--- src/tw_pkg.sv ---
// ----------------------------------------------------------------------------
// tw_pkg: shared types and round functions of the modified 3-Way decryptor.
// Holds the block type, the linear and nonlinear steps and the round constants.
// ----------------------------------------------------------------------------
package tw_pkg;

    // Number of full rounds; one more key addition follows them.
    localparam int unsigned ROUND_COUNT = 11;

    // Round constant generator.
    localparam logic [15:0] RC_START = 16'hb1b1;
    localparam logic [16:0] RC_POLY  = 17'h11011;

    // Vendor whitening word.
    localparam logic [31:0] VENDOR_WHITE = 32'h7483a3fd;

    // One 96-bit block as three 32-bit words.
    typedef struct packed {
        logic [31:0] w2;
        logic [31:0] w1;
        logic [31:0] w0;
    } t_block;

    // Round constant of round idx, worked out at elaboration.
    function automatic logic [15:0] rc_at(input int unsigned idx);
        logic [16:0] rc;
        rc = {1'b0, RC_START};
        for (int unsigned i = 0; i < idx; i++) begin
            rc = {rc[15:0], 1'b0};
            if (rc[16]) begin
                rc = rc ^ RC_POLY;
            end
        end
        return rc[15:0];
    endfunction

    // Linear mixing step.
    function automatic t_block theta(input t_block b);
        logic [31:0] x;
        logic [31:0] y;
        logic [31:0] z;
        t_block o;
        x = b.w0;
        y = b.w1;
        z = b.w2;
        o.w0 = x ^ (x >> 16) ^ (y << 16) ^ (y >> 16) ^ (z << 16) ^
               (y >> 24) ^ (z << 8) ^ (z >> 8) ^ (x << 24) ^
               (z >> 16) ^ (x << 16) ^ (z >> 24) ^ (x << 8);
        o.w1 = y ^ (y >> 16) ^ (z << 16) ^ (z >> 16) ^ (x << 16) ^
               (z >> 24) ^ (x << 8) ^ (x >> 8) ^ (y << 24) ^
               (x >> 16) ^ (y << 16) ^ (x >> 24) ^ (y << 8);
        o.w2 = z ^ (z >> 16) ^ (x << 16) ^ (x >> 16) ^ (y << 16) ^
               (x >> 24) ^ (y << 8) ^ (y >> 8) ^ (z << 24) ^
               (y >> 16) ^ (z << 16) ^ (y >> 24) ^ (z << 8);
        return o;
    endfunction

    // Bit order reversal of one word.
    function automatic logic [31:0] bit_rev(input logic [31:0] v);
        logic [31:0] r;
        for (int i = 0; i < 32; i++) begin
            r[i] = v[31 - i];
        end
        return r;
    endfunction

    // Reverse the whole 96-bit block.
    function automatic t_block mu(input t_block b);
        t_block o;
        o.w0 = bit_rev(b.w2);
        o.w1 = bit_rev(b.w1);
        o.w2 = bit_rev(b.w0);
        return o;
    endfunction

    // Nonlinear step.
    function automatic t_block gamma(input t_block b);
        t_block o;
        o.w0 = b.w0 ^ (~b.w2 | b.w1);
        o.w1 = b.w1 ^ (~b.w0 | b.w2);
        o.w2 = b.w2 ^ (~b.w1 | b.w0);
        return o;
    endfunction

    // One round body: theta, pi1, gamma, pi2.
    function automatic t_block rho(input t_block b);
        t_block t;
        t = theta(b);
        t.w0 = {t.w0[9:0], t.w0[31:10]};
        t.w2 = {t.w2[30:0], t.w2[31]};
        t = gamma(t);
        t.w2 = {t.w2[9:0], t.w2[31:10]};
        t.w0 = {t.w0[30:0], t.w0[31]};
        return t;
    endfunction

    // Key and round constant addition.
    function automatic t_block add_key(input t_block b, input t_block k,
                                       input logic [15:0] rc);
        t_block o;
        o.w0 = b.w0 ^ k.w0 ^ {rc, 16'h0000};
        o.w1 = b.w1 ^ k.w1;
        o.w2 = b.w2 ^ k.w2 ^ {16'h0000, rc};
        return o;
    endfunction

endpackage

--- src/tw_front.sv ---
// ----------------------------------------------------------------------------
// tw_front: entry cell of the decryption chain.
// Applies the vendor whitening and the initial mu, then registers the word.
// ----------------------------------------------------------------------------
module tw_front (
    input  logic           i_clk,
    input  logic           i_rst_n,
    input  logic           i_valid,
    input  tw_pkg::t_block i_block,
    output logic           o_valid,
    output tw_pkg::t_block o_block
);
    import tw_pkg::*;

    logic   r_valid;
    t_block r_block;
    t_block n_block;

    // Whitening: w2 takes w0, w0 takes w1, w1 takes the fixed word.
    always_comb begin
        t_block t;
        t.w2 = i_block.w2 ^ i_block.w0;
        t.w0 = i_block.w0 ^ i_block.w1;
        t.w1 = i_block.w1 ^ VENDOR_WHITE;
        n_block = mu(t);
    end

    // Valid flag is control state and is reset.
    always_ff @(posedge i_clk) begin
        if (!i_rst_n) begin
            r_valid <= 1'b0;
        end else begin
            r_valid <= i_valid;
        end
    end

    // Payload register.
    always_ff @(posedge i_clk) begin
        r_block <= n_block;
    end

    assign o_valid = r_valid;
    assign o_block = r_block;

endmodule

--- config.mk ---
export PLATFORM = sky130hd
export DESIGN_NAME = tw_front
export DESIGN_NICKNAME = d
export VERILOG_FILES = /design/src/tw_pkg.sv /design/src/tw_front.sv
export SDC_FILE = /design/constraint.sdc
export NUM_CORES = 1
export LEC_CHECK = 0
export ABC_AREA = 1
export ABC_CLOCK_PERIOD_IN_PS = 800
export BUFFER_PORTS_ARGS = -buffer_cell sky130_fd_sc_hd__buf_2
export CAP_MARGIN = 20
export CORE_AREA = 5 5 92 94
export CTS_CLUSTER_DIAMETER = 50
export DETAILED_ROUTE_END_ITERATION = 8
export DIE_AREA = 0 0 97 99
export PLACE_DENSITY = 0.77
export REMOVE_ABC_BUFFERS = 1
export SYNTH_ARGS = -nofsm -noshare
export SYNTH_HDL_FRONTEND = slang
export SYNTH_SLANG_ARGS = --single-unit
--- constraint.sdc ---
create_clock -name i_clk -period 0.8 [get_ports i_clk]
set_input_delay 0.04 -clock i_clk [delete_from_list [all_inputs] [get_ports i_clk]]
set_output_delay 0.04 -clock i_clk [all_outputs]
set_load 0.005 [all_outputs]
==> results.sh <==
export IMPL_grt_pass1_wl_um=16260
export IMPL_setup_viol_count_final=89
export IMPL_die_w_um=97
export IMPL_cp_data_arrival_time_ns=0.80
export IMPL_highest_layer="met4"
export IMPL_crit_fanout=1
export IMPL_finalCritPeriodShare=1.053
export IMPL_ys_warn_count=0
export IMPL_fin_crit_ns=0.8424
export IMPL_start_util=0.4005
export IMPL_syn_inst=387
export IMPL_grt_max_degree=17
export IMPL_ir_worst_vdd_mv=1.127
export IMPL_powerDensity_nw_per_um2=1890
export IMPL_fp_dieArea_um2=9603
export IMPL_clock_path_buffers=2
export IMPL_hold_start="i_block[51]"
export IMPL_syn2layout_area_growth_pct=83.07
export IMPL_slowest_stage="dfxtp_2"
export IMPL_crit_family="flip-flops"
export IMPL_synthMostInstantiatedCell="nand2_1"
export IMPL_final_cell_count_no_fill=798
export IMPL_relSlewSlack=0.9330
export IMPL_p_leak_nw=3.256
export IMPL_synthTopCellsByArea="dfxtp_1 64%, nand2_1 24%, inv_1 12%"
export IMPL_slowest_delay_ns=0.34
export IMPL_cts_sinks=97
export IMPL_dp_cells=684
export IMPL_synth_edf_count=0
export IMPL_syn_avg_cell_area_um2=7.831
export IMPL_drv_cap=0
export IMPL_endpoint_kind="output pin"
export IMPL_layout_drive_gt1_share=0.3520
export IMPL_routed_wl_um=10390
export IMPL_grt_overflow=0
export IMPL_postLayoutCellArea_um2=5548
export IMPL_status="finished, violations left"
export IMPL_detail_route_antenna_nets=0
export IMPL_num_rows=32
export IMPL_wl_met2_um=5780
export IMPL_tightest_slew_ns=0.1002
export IMPL_drt_first_pass_iters=4
export IMPL_violations="negative setup slack"
export IMPL_ios=196
export IMPL_drv_slew=0
export IMPL_core_area_um2=7567
export IMPL_path_cells="buf_6"
export IMPL_netlist_top_cells_count="193 x nand2_1, 97 x dfxtp_1, 97 x inv_1"
export IMPL_synth_area_um2=3030
export IMPL_whs_path_depth=2
export IMPL_wire_per_inst_um=13.02
export IMPL_hold_viol_final=0
export IMPL_gr_usage_all_layers=0.2103
export IMPL_place_area_um2=4134
export IMPL_hold_class="primary input to flop"
export IMPL_whs_endpoint="o_block[44]"
export IMPL_rsz0062_at_grt="yes"
export IMPL_power_w=0.01048
export IMPL_first_iter_violations=79
export IMPL_finalSetupTns_ns=-1.182
export IMPL_synth_seq_cells=97
export IMPL_cp_buffers_inverters=1
export IMPL_fmax_mhz=1187
export IMPL_m1WireLength_um=3543
export IMPL_cp_start_kind="flop"
export IMPL_io_buffer_count=195
export IMPL_synth_seq_area_share=0.6408
export IMPL_dr_total_vias=3364
export IMPL_via_per_inst=4.216
export IMPL_cts_tree="built"
export IMPL_wl_met3_um=719
export IMPL_drc=0
export IMPL_cts_buffers=9
export IMPL_finish_net_count=790
export IMPL_synth_top_area_cell="dfxtp_1"
export IMPL_synth_ff_type="dfxtp_1"
export IMPL_cts_setup_buffers=0
export IMPL_gp_congestion=0.7946
export IMPL_htreeDepth=3
export IMPL_grt_pass1_vias=3482
export IMPL_yosysTopAreaCellShare=0.6408
export IMPL_antenna_found_initial=0
export IMPL_cts_clk_slew_worst_paths_ns=0.10
export IMPL_crit_type="flop to output pin"
export IMPL_cts_root_buf="clkbuf_8"
export IMPL_dp_hpwl_um=6255
export IMPL_synthArstFlopShare=0
export IMPL_die_h_um=99
export IMPL_setup_ws_ns=-0.04244
export IMPL_ys_types=3
export IMPL_antenna_cells=0
export IMPL_fin_util=0.7331
export IMPL_cp_data_required_time_ns=0.76
==> layout make-up <==
class,count,area [µm²]
sequential,97,1986
multi-input combinational,193,724.4
timing repair buffer,293,2120
clock inverter,5,85.08
tap,102,127.6
inverter,97,364.1
clock buffer,11,141.4
fill,489,2019
==> logic make-up (layout without fill, tap and decap cells) <==
family	after synthesis	in the layout	synth area share
AND/OR/NAND/NOR	193	193	0.2391
flip-flops	97	97	0.6408
buffers and inverters	97	406	0.1201
==> layout by cell type (no fill, tap or decap) <==
cell,synthesis,layout
clkinvlp_4,0,1
nand2_1,193,193
clkbuf_8,0,10
buf_6,0,26
dfxtp_2,0,35
dlygate4sd3_1,0,98
inv_6,0,2
bufinv_16,0,2
dfxtp_1,97,62
inv_1,97,97
clkbuf_1,0,1
buf_2,0,169
==> per-stage QoR <==
stage	worst slack, ns	hold WS (ns)
6_report	-0.04244	0.3531
5_1_grt	-0.08224	0.3339
4_1_cts	-0.05673	0.3322
3_5_place_dp	0.3384	0.1721
3_3_place_gp	0.3316	0.1695
2_1_floorplan	0.4620	0.06772
==> registers in the layout, indices dropped and copies added, names as in the netlist <==
name     count
o_block     96
o_valid      1
==> power by group <==
| part | internal, W | total (W) | switching (W) |
|---|---|---|---|
| clock network | 0.00187 | 0.00354 | 0.00167 |
| registers | 0.00519 | 0.00530 | 0.000109 |
| logic | 0.000951 | 0.00164 | 0.000689 |
==> timing repair <==
item / in CTS / in global routing
endpoints found under the setup margin: 97 / 97
hold buffers: 98 / 0
resized for setup: 7 / 54
endpoints found under the hold margin: 97 / 0
pin swaps: 0 / 0
==> worst max path at each step <==
stage / startpoint / to / slack [ns] / cells after the start
2_1_floorplan: o_block[0] / o_block[0] / 0.46 / 0
3_3_place_gp: o_block[9] / o_block[9] / 0.33 / 1
3_5_place_dp: o_block[41] / o_block[41] / 0.34 / 1
5_1_grt: o_block[70] / o_block[70] / -0.08 / 1
4_1_cts: o_block[40] / o_block[40] / -0.06 / 1
6_report: o_block[53] / o_block[53] / -0.04 / 1
==> per-layer routing <==
metal / GRT usage / vias up
li1: - / 1681
met1: 0.1949 / 1521
met2: 0.4098 / 132
met3: 0.07289 / 30
met4: 0.09611 / 0
met5: 0 / -
Power figures use the tool's default switching activity.
