[config.mk]
export PLATFORM = sky130hd
export DESIGN_NAME = tw_final_cell
export DESIGN_NICKNAME = d
export VERILOG_FILES = /design/src/tw_pkg.sv /design/src/tw_final_cell.sv
export SDC_FILE = /design/constraint.sdc
export NUM_CORES = 1
export LEC_CHECK = 0
export ABC_AREA = 0
export BUFFER_PORTS_ARGS = -buffer_cell sky130_fd_sc_hd__buf_2
export CORE_MARGIN = 5
export CORE_UTILIZATION = 50
export CTS_CLUSTER_DIAMETER = 50
export CTS_CLUSTER_SIZE = 10
export DETAILED_ROUTE_END_ITERATION = 10
export PLACE_DENSITY = 0.85
export SLEW_MARGIN = 20
export SYNTH_ARGS = -nofsm -noshare
export SYNTH_HDL_FRONTEND = slang
export SYNTH_SLANG_ARGS = --single-unit
[constraint.sdc]
create_clock -name i_clk -period 4.5 [get_ports i_clk]
set_clock_uncertainty 0.15 [all_clocks]
set_input_delay 0.9 -clock i_clk [delete_from_list [all_inputs] [get_ports i_clk]]
set_output_delay 0.9 -clock i_clk [all_outputs]
set_load 0.02 [all_outputs]
[src/tw_pkg.sv]
// ----------------------------------------------------------------------------
// tw_pkg: shared types and round functions of the modified 3-Way decryptor.
// Holds the block type, the linear and nonlinear steps and the round constants.
// ----------------------------------------------------------------------------
package tw_pkg;

    // Number of full rounds; one more key addition follows them.
    localparam int unsigned ROUND_COUNT = 11;

    // Round constant generator.
    localparam logic [15:0] RC_START = 16'hb1b1;
    localparam logic [16:0] RC_POLY  = 17'h11011;

    // Vendor whitening word.
    localparam logic [31:0] VENDOR_WHITE = 32'h7483a3fd;

    // One 96-bit block as three 32-bit words.
    typedef struct packed {
        logic [31:0] w2;
        logic [31:0] w1;
        logic [31:0] w0;
    } t_block;

    // Round constant of round idx, worked out at elaboration.
    function automatic logic [15:0] rc_at(input int unsigned idx);
        logic [16:0] rc;
        rc = {1'b0, RC_START};
        for (int unsigned i = 0; i < idx; i++) begin
            rc = {rc[15:0], 1'b0};
            if (rc[16]) begin
                rc = rc ^ RC_POLY;
            end
        end
        return rc[15:0];
    endfunction

    // Linear mixing step.
    function automatic t_block theta(input t_block b);
        logic [31:0] x;
        logic [31:0] y;
        logic [31:0] z;
        t_block o;
        x = b.w0;
        y = b.w1;
        z = b.w2;
        o.w0 = x ^ (x >> 16) ^ (y << 16) ^ (y >> 16) ^ (z << 16) ^
               (y >> 24) ^ (z << 8) ^ (z >> 8) ^ (x << 24) ^
               (z >> 16) ^ (x << 16) ^ (z >> 24) ^ (x << 8);
        o.w1 = y ^ (y >> 16) ^ (z << 16) ^ (z >> 16) ^ (x << 16) ^
               (z >> 24) ^ (x << 8) ^ (x >> 8) ^ (y << 24) ^
               (x >> 16) ^ (y << 16) ^ (x >> 24) ^ (y << 8);
        o.w2 = z ^ (z >> 16) ^ (x << 16) ^ (x >> 16) ^ (y << 16) ^
               (x >> 24) ^ (y << 8) ^ (y >> 8) ^ (z << 24) ^
               (y >> 16) ^ (z << 16) ^ (y >> 24) ^ (z << 8);
        return o;
    endfunction

    // Bit order reversal of one word.
    function automatic logic [31:0] bit_rev(input logic [31:0] v);
        logic [31:0] r;
        for (int i = 0; i < 32; i++) begin
            r[i] = v[31 - i];
        end
        return r;
    endfunction

    // Reverse the whole 96-bit block.
    function automatic t_block mu(input t_block b);
        t_block o;
        o.w0 = bit_rev(b.w2);
        o.w1 = bit_rev(b.w1);
        o.w2 = bit_rev(b.w0);
        return o;
    endfunction

    // Nonlinear step.
    function automatic t_block gamma(input t_block b);
        t_block o;
        o.w0 = b.w0 ^ (~b.w2 | b.w1);
        o.w1 = b.w1 ^ (~b.w0 | b.w2);
        o.w2 = b.w2 ^ (~b.w1 | b.w0);
        return o;
    endfunction

    // One round body: theta, pi1, gamma, pi2.
    function automatic t_block rho(input t_block b);
        t_block t;
        t = theta(b);
        t.w0 = {t.w0[9:0], t.w0[31:10]};
        t.w2 = {t.w2[30:0], t.w2[31]};
        t = gamma(t);
        t.w2 = {t.w2[9:0], t.w2[31:10]};
        t.w0 = {t.w0[30:0], t.w0[31]};
        return t;
    endfunction

    // Key and round constant addition.
    function automatic t_block add_key(input t_block b, input t_block k,
                                       input logic [15:0] rc);
        t_block o;
        o.w0 = b.w0 ^ k.w0 ^ {rc, 16'h0000};
        o.w1 = b.w1 ^ k.w1;
        o.w2 = b.w2 ^ k.w2 ^ {16'h0000, rc};
        return o;
    endfunction

endpackage

[src/tw_final_cell.sv]
// ----------------------------------------------------------------------------
// tw_final_cell: last cell of the decryption chain.
// Adds the last round key and constant, then applies theta and mu.
// ----------------------------------------------------------------------------
module tw_final_cell (
    input  logic           i_clk,
    input  logic           i_rst_n,
    input  logic           i_valid,
    input  tw_pkg::t_block i_block,
    input  tw_pkg::t_block i_key,
    input  logic [15:0]    i_rc,
    output logic           o_valid,
    output tw_pkg::t_block o_block
);
    import tw_pkg::*;

    logic   r_valid;
    t_block r_block;
    t_block n_block;

    // Closing key addition and output transform.
    assign n_block = mu(theta(add_key(i_block, i_key, i_rc)));

    always_ff @(posedge i_clk) begin
        if (!i_rst_n) begin
            r_valid <= 1'b0;
        end else begin
            r_valid <= i_valid;
        end
    end

    always_ff @(posedge i_clk) begin
        r_block <= n_block;
    end

    assign o_valid = r_valid;
    assign o_block = r_block;

endmodule

==> results of run 1 <==
[synth_stat cells (all sizes together)]
library cell | number | area, sq um
xnor3 | 78 | 1770
inv | 1 | 3.75
xor3 | 9 | 215
dfxtp | 97 | 1940
and2 | 1 | 6.26
clkbuf | 2 | 7.51
xor2 | 60 | 548
xnor2 | 296 | 2690
[final timing paths]
kind | to | slack, ns | from
min | o_valid | 0.62 | i_valid
max | o_block[22] | 2.02 | i_key[25]
[stage by stage]
step,setup WS (ns),cells,cell area [sq um]
global placement,1.74,1029,8940
global route,1.93,1044,9200
finish,2.02,1044,9200
detailed placement,1.66,1029,8940
floorplan,1.94,544,7190
CTS,2.02,1044,9200
[power by group]
part           total (uW)  internal, uW  switching [uW]
clock network         691           383             308
logic                3310          1610            1700
registers            1470          1350             120
[layout make-up]
| class | count | area [sq um] |
|---|---|---|
| Timing Repair Buffer | 307 | 1540 |
| Fill cell | 1115 | 4790 |
| Sequential cell | 97 | 1940 |
| Tap cell | 180 | 225 |
| Clock inverter | 4 | 20.0 |
| Clock buffer | 11 | 243 |
| Multi-Input combinational cell | 444 | 5230 |
| Inverter | 1 | 3.75 |
[cells in the final DEF, fill, tap and decap left out, drive strengths merged]
master and n:
dfxtp 97, xor2 60, inv 1, xnor2 296
xor3 9, clkbuf 11, buf 307, clkinv 4
xnor3 78, and2 1
[per-layer routing]
metal / wire (microns) / share of wire / GRT usage
met3: 1390 / 0.087 / 0.0569
met5: 0 / 0 / 0
met2: 8240 / 0.51 / 0.326
met4: 191 / 0.012 / 0.0422
met1: 6220 / 0.39 / 0.220
[worst max-delay path, cell delays in order]
cell     delay, ns
buf_2         0.10
xnor2_1       0.46
xnor3_1       0.58
xnor3_1       0.37
xnor2_1       0.13
[state kept, by name, summed over array words and instances (netlist names)]
name and flops:
o_valid 1, o_block 96
[kinds of logic after synthesis]
| family | Yosys count | synth area share |
|---|---|---|
| xor gates and xnor gates | 443 | 0.727 |
| and+or+nand+nor | 1 | 0.000871 |
| DFF | 97 | 0.270 |
| buffers and inverters | 3 | 0.00157 |
==> results.py, run 1 <==
metrics = {
    "outcome": {
        "status": "complete, no violations",
    },
    "global_routing": {
        "grt_pass1_vias": 4814,
        "antenna_found_initial": 0,
        "overflow": 0,
        "track_usage": 0.184,
        "grt_max_degree": 15,
        "grt_pass1_wl_microns": 23800,
    },
    "die": {
        "rows": 43,
        "die_h_microns": 130,
        "core-area_sq_mm": 0.0140,
        "die_w_microns": 130,
        "start_util": 0.514,
        "boundaryPins": 308,
        "die_area_sq_mm": 0.0169,
    },
    "drt": {
        "drtIter0Drc": 87,
        "drc": 0,
        "viasPerCell": 4.53,
        "ant_nets": 0,
        "wl_per_cell_microns": 15.4,
        "wl_microns": 16000,
        "route.vias.total": 4725,
        "first_pass_iters": 6,
    },
    "timing": {
        "hold_violations": 0,
        "fmax_ghz": 0.403,
        "setup_violations": 0,
        "fin_crit_sh": 0.551,
        "worst_pin_slew_ns": 0.628,
        "slew_headroom": 0.578,
        "period_minus_slack_ns": 2.48,
        "hold_slack_ns": 0.616,
        "final.setup.tns_ns": 0,
        "rsz0062_at_grt": "no",
        "slew_viol_final": 0,
    },
    "min_path": {
        "min_path_type": "input pin to register",
        "hold_depth": 2,
    },
    "synthesis": {
        "syn_inst": 544,
        "synthesis.area_sq_mm": 0.00719,
        "postSynthAreaPerCell_sq_um": 13.2,
        "yosysWarnings": 0,
        "synthesis.nets": 755,
        "synth_seq_cells": 97,
        "synth-seq-area-share": 0.270,
        "ys_types": 14,
    },
    "clock_tree": {
        "cts_max_level": 3,
        "numCtsBuffers": 9,
        "path_clk_slew_ns": 0.06,
        "cts_resized": 0,
        "postCtsSetupBuffers": 0,
        "ctsHoldBuffers": 0,
        "root_buffer": "clkbuf_16",
        "clockBufferDepth": 2,
        "clock-sinks": 97,
        "cts_tree": "built",
    },
    "layout": {
        "drive_gt1_frac": 0.399,
        "nets": 1071,
        "area_delta_synth_final_pct": 28.1,
        "final_util": 0.658,
        "antennaDiodeCount": 0,
    },
    "placed_design": {
        "port_buffers": 307,
        "dp_hpwl_microns": 14100,
        "gp_congestion": 0.861,
    },
    "worst_setup_path": {
        "path_max_fanout": 4,
        "cp-end-kind": "register",
        "crit_type": "input pin to register",
        "arrival_ns": 2.54,
        "crit_required_ns": 4.56,
        "start_kind": "input pin",
    },
    "pwr": {
        "ir_worst_vdd_v": 0.000318,
        "power_uw": 5470,
        "leakage_uw": 0.00447,
        "powerDensity_mw_per_mm2": 594,
    },
    "job": {
        "max-cap-violations": 0,
    },
}
(Power assumes the default switching activity.)
==> run 2: changes to the inputs <==
- CORE_UTILIZATION: 50 -> 44
- PLACE_DENSITY: 0.85 -> 0.8
- clock period: 4.5 -> 2.2 ns (I/O delays scaled with it)
==> results.py, run 2 (synthesis gave the netlist of run 1 again) <==
metrics = {
    "outcome": {
        "status": "complete, no violations",
    },
    "placed_design": {
        "gp_congestion": 0.852,
        "place_area_sq_mm": 0.00957,
        "dp_hpwl_microns": 15200,
        "pre_cts_slack_ns": -0.0404,
        "port_buffers": 307,
    },
    "worst_setup_path": {
        "cp_slowest_stage_delay_ns": 0.44,
        "critical_path.cell_chain": "buf_2 -> xnor3_2 -> xor3_2 -> xor2_2 -> xnor3_1",
        "cp_slowest_cell": "xnor3_2",
        "crit_type": "input pin to register",
        "cp-end-kind": "register",
        "start_kind": "input pin",
        "critPathTopFamily": "XOR/XNOR gates",
        "crit_required_ns": 2.27,
        "path_max_fanout": 2,
        "crit_buf_inv": 1,
        "arrival_ns": 1.96,
    },
    "clock_tree": {
        "cts_max_level": 3,
        "numCtsBuffers": 9,
        "root_buffer": "clkbuf_16",
        "ctsHoldBuffers": 0,
        "clockBufferDepth": 2,
        "cts_tree": "built",
        "postCtsSetupBuffers": 0,
        "path_clk_slew_ns": 0.07,
        "cts_resized": 0,
        "clock-sinks": 97,
    },
    "die": {
        "core-area_sq_mm": 0.0159,
        "boundaryPins": 308,
        "start_util": 0.451,
        "die_w_microns": 138,
        "die_h_microns": 138,
        "die_area_sq_mm": 0.0190,
        "rows": 46,
    },
    "global_routing": {
        "track_usage": 0.177,
        "grt_pass1_wl_microns": 25700,
        "grt_max_degree": 17,
        "overflow": 0,
        "antenna_found_initial": 0,
        "grt_pass1_vias": 5289,
    },
    "layout": {
        "area_delta_synth_final_pct": 37.8,
        "fin_area_sq_mm": 0.00990,
        "drive_gt1_frac": 0.451,
        "nets": 1149,
        "n_fill_cell": 1299,
        "antennaDiodeCount": 0,
        "layout_common_cells": "307 x buf_2, 284 x xnor2_1, 97 x dfxtp_1, 78 x buf_4, 70 x xnor3_1",
        "multiInputGateArea_sq_mm": 0.00523,
        "largest_reg_flops": 96,
        "final-seq-area_sq_mm": 0.00194,
        "final_util": 0.621,
        "final_common_cell": "buf_2",
    },
    "job": {
        "max-cap-violations": 0,
    },
    "drt": {
        "wl_microns": 17200,
        "drtIter0Drc": 103,
        "wl_per_cell_microns": 14.8,
        "viasPerCell": 4.30,
        "first_pass_iters": 4,
        "drc": 0,
        "route.vias.total": 4982,
        "ant_nets": 0,
    },
    "timing": {
        "hold_violations": 0,
        "slew_headroom": 0.564,
        "rsz0062_at_grt": "no",
        "setup_violations": 0,
        "fmax_ghz": 0.529,
        "setup_slack_ns": 0.311,
        "slew_viol_final": 0,
        "period_minus_slack_ns": 1.89,
        "worst_pin_slew_ns": 0.650,
        "fin_crit_sh": 0.858,
    },
    "pwr": {
        "powerDensity_mw_per_mm2": 1190,
        "leakage_uw": 0.00487,
        "ir_worst_vdd_v": 0.000563,
    },
    "min_path": {
        "min_path_type": "input pin to register",
    },
}
## run 2: cell types whose count changed in the layout (fill, tap and decap cells not counted), sizes merged
cell      before  now
buf          307  385
bufinv         0    2
clkbuf        11   10
clkinv         4    2
clkinvlp       0    1
inv            1    2
## run 2: cell type report
type | count | share of cell area
Multi-Input combinational cell | 444 | 0.529
Timing Repair Buffer | 385 | 0.214
Sequential cell | 97 | 0.196
Tap cell | 216 | 0.0273
Clock buffer | 10 | 0.0241
Clock inverter | 6 | 0.00910
Inverter | 1 | 0.000379
## run 2: worst paths after layout
kind	start	end	slack, ns	cells after the start
worst min-delay path	i_valid	o_valid	0.19	2
worst max-delay path	i_rc[0]	o_block[79]	0.31	5
## run 2: routing by layer
metal	share of wire	up-vias	track usage
met5	0	-	0
met4	0.019	0	0.0637
met3	0.084	21	0.0475
met2	0.52	181	0.325
met1	0.37	2254	0.195
li1	-	2526	-
## run 2: through the flow
step / hold WS (ns) / total power, uW / setup TNS (ns) / std cells
finish: 0.189 / 11800 / 0 / 1159
global route: 0.188 / 12500 / 0 / 1159
CTS: 0.183 / 12000 / 0 / 1159
detailed placement: 0.556 / 10200 / -0.0404 / 1143
global placement: 0.553 / 10100 / 0 / 1143
floorplan: 0.412 / 8040 / 0 / 544
## run 2: power breakdown
group	internal (uW)	switching [uW]
clock network	1030	699
logic	3550	3530
registers	2760	231
total	7340	4460
==> run 3: changes to the inputs <==
- CELL_PAD_IN_SITES_DETAIL_PLACEMENT: unset -> 0
- CELL_PAD_IN_SITES_GLOBAL_PLACEMENT: unset -> 1
- CORE_UTILIZATION: 44 -> 34
==> results.py, run 3 (synthesis gave the netlist of run 1 again) <==
metrics = {
    "layout": {
        "n_fill_cell": 1985,
        "antennaDiodeCount": 0,
        "final_util": 0.477,
        "drive_gt1_frac": 0.451,
        "area_delta_synth_final_pct": 38.6,
        "fin_cells": 1223,
        "nets": 1154,
        "final_common_cell": "buf_2",
        "layout_common_cells": "307 x buf_2, 284 x xnor2_1, 97 x dfxtp_1, 83 x buf_4, 70 x xnor3_1",
        "largest_reg_flops": 96,
    },
    "drt": {
        "route.vias.total": 4943,
        "viasPerCell": 4.04,
        "drc": 0,
        "first_pass_iters": 4,
        "ant_nets": 0,
        "drtIter0Drc": 120,
        "wl_per_cell_microns": 14.4,
        "wl_microns": 17600,
    },
    "worst_setup_path": {
        "crit_type": "input pin to register",
        "start_kind": "input pin",
        "arrival_ns": 1.95,
        "cp_slowest_cell": "xnor3_2",
        "cp_slowest_stage_delay_ns": 0.44,
        "crit_buf_inv": 1,
        "path_max_fanout": 2,
        "critical_path.cell_chain": "buf_2 -> xnor3_2 -> xor3_2 -> xor2_2 -> xnor3_1",
        "cp-end-kind": "register",
        "critPathTopFamily": "XOR/XNOR gates",
        "crit_required_ns": 2.26,
    },
    "clock_tree": {
        "cts_tree": "built",
        "postCtsSetupBuffers": 0,
        "cts_resized": 0,
        "ctsHoldBuffers": 0,
        "clockBufferDepth": 2,
        "root_buffer": "clkbuf_16",
        "path_clk_slew_ns": 0.07,
        "cts_max_level": 3,
        "numCtsBuffers": 9,
        "clock-sinks": 97,
    },
    "timing": {
        "fmax_ghz": 0.529,
        "fin_crit_sh": 0.859,
        "slew_headroom": 0.665,
        "worst_pin_slew_ns": 0.499,
        "setup_violations": 0,
        "period_minus_slack_ns": 1.89,
        "setup_slack_ns": 0.309,
        "rsz0062_at_grt": "no",
        "slew_viol_final": 0,
        "final.setup.tns_ns": 0,
        "hold_violations": 0,
    },
    "die": {
        "rows": 53,
        "die_w_microns": 155,
        "start_util": 0.344,
        "core-area_sq_mm": 0.0209,
        "die_h_microns": 155,
        "boundaryPins": 308,
        "die_area_sq_mm": 0.0241,
    },
    "placed_design": {
        "gp_congestion": 0.830,
        "dp.cells": 1207,
        "pre_cts_slack_ns": -0.0438,
        "dp_hpwl_microns": 15600,
        "port_buffers": 307,
    },
    "pwr": {
        "powerDensity_mw_per_mm2": 1160,
        "ir_worst_vdd_v": 0.000500,
        "power_uw": 11600,
        "leakage_uw": 0.00486,
    },
    "global_routing": {
        "track_usage": 0.141,
        "antenna_found_initial": 0,
        "grt_pass1_vias": 5292,
        "grt_max_degree": 16,
        "grt_pass1_wl_microns": 26800,
        "overflow": 0,
    },
    "min_path": {
        "min_path_type": "input pin to register",
    },
    "outcome": {
        "status": "complete, no violations",
    },
    "job": {
        "max-cap-violations": 0,
    },
}
-- run 3: final timing paths --
path,from,endpoint,slack (ns),cells past startpoint
max,i_rc[0],o_block[79],0.31,5
min,i_valid,o_valid,0.15,2
-- run 3: final cells by class --
class                   instances  area, sq um  share of cell area
clock buffers                  12          246              0.0248
clock inverters                 4         28.8             0.00289
multi-input cells             444         5230               0.526
repair buffers                390         2160               0.217
flip-flops and latches         97         1940               0.195
inverters                       1         3.75            0.000377
well taps                     275          344              0.0346
-- run 3: per-stage QoR --
stage	hold WS, ns	cell area (sq um)
6_report	0.147	9960
5_1_grt	0.138	9960
4_1_cts	0.124	9960
3_5_place_dp	0.492	9680
3_3_place_gp	0.494	9680
2_1_floorplan	0.412	7190
-- run 3: power breakdown --
| group | total [uW] | leakage [uW] | internal [uW] | switching [uW] |
|---|---|---|---|---|
| clock network | 1470 | 0.000129 | 799 | 667 |
| logic | 7140 | 0.00391 | 3580 | 3570 |
| registers | 2990 | 0.000818 | 2760 | 227 |
| total | 11600 | 0.00486 | 7140 | 4460 |
-- run 3: metal layers --
layer  part of all wire  global-route usage  vias to the layer above
li1                   -                   -                     2530
met1               0.41               0.170                     2235
met2               0.50               0.248                      173
met3              0.082              0.0395                        5
met4             0.0072              0.0313                        0
met5                  0                   0                        -
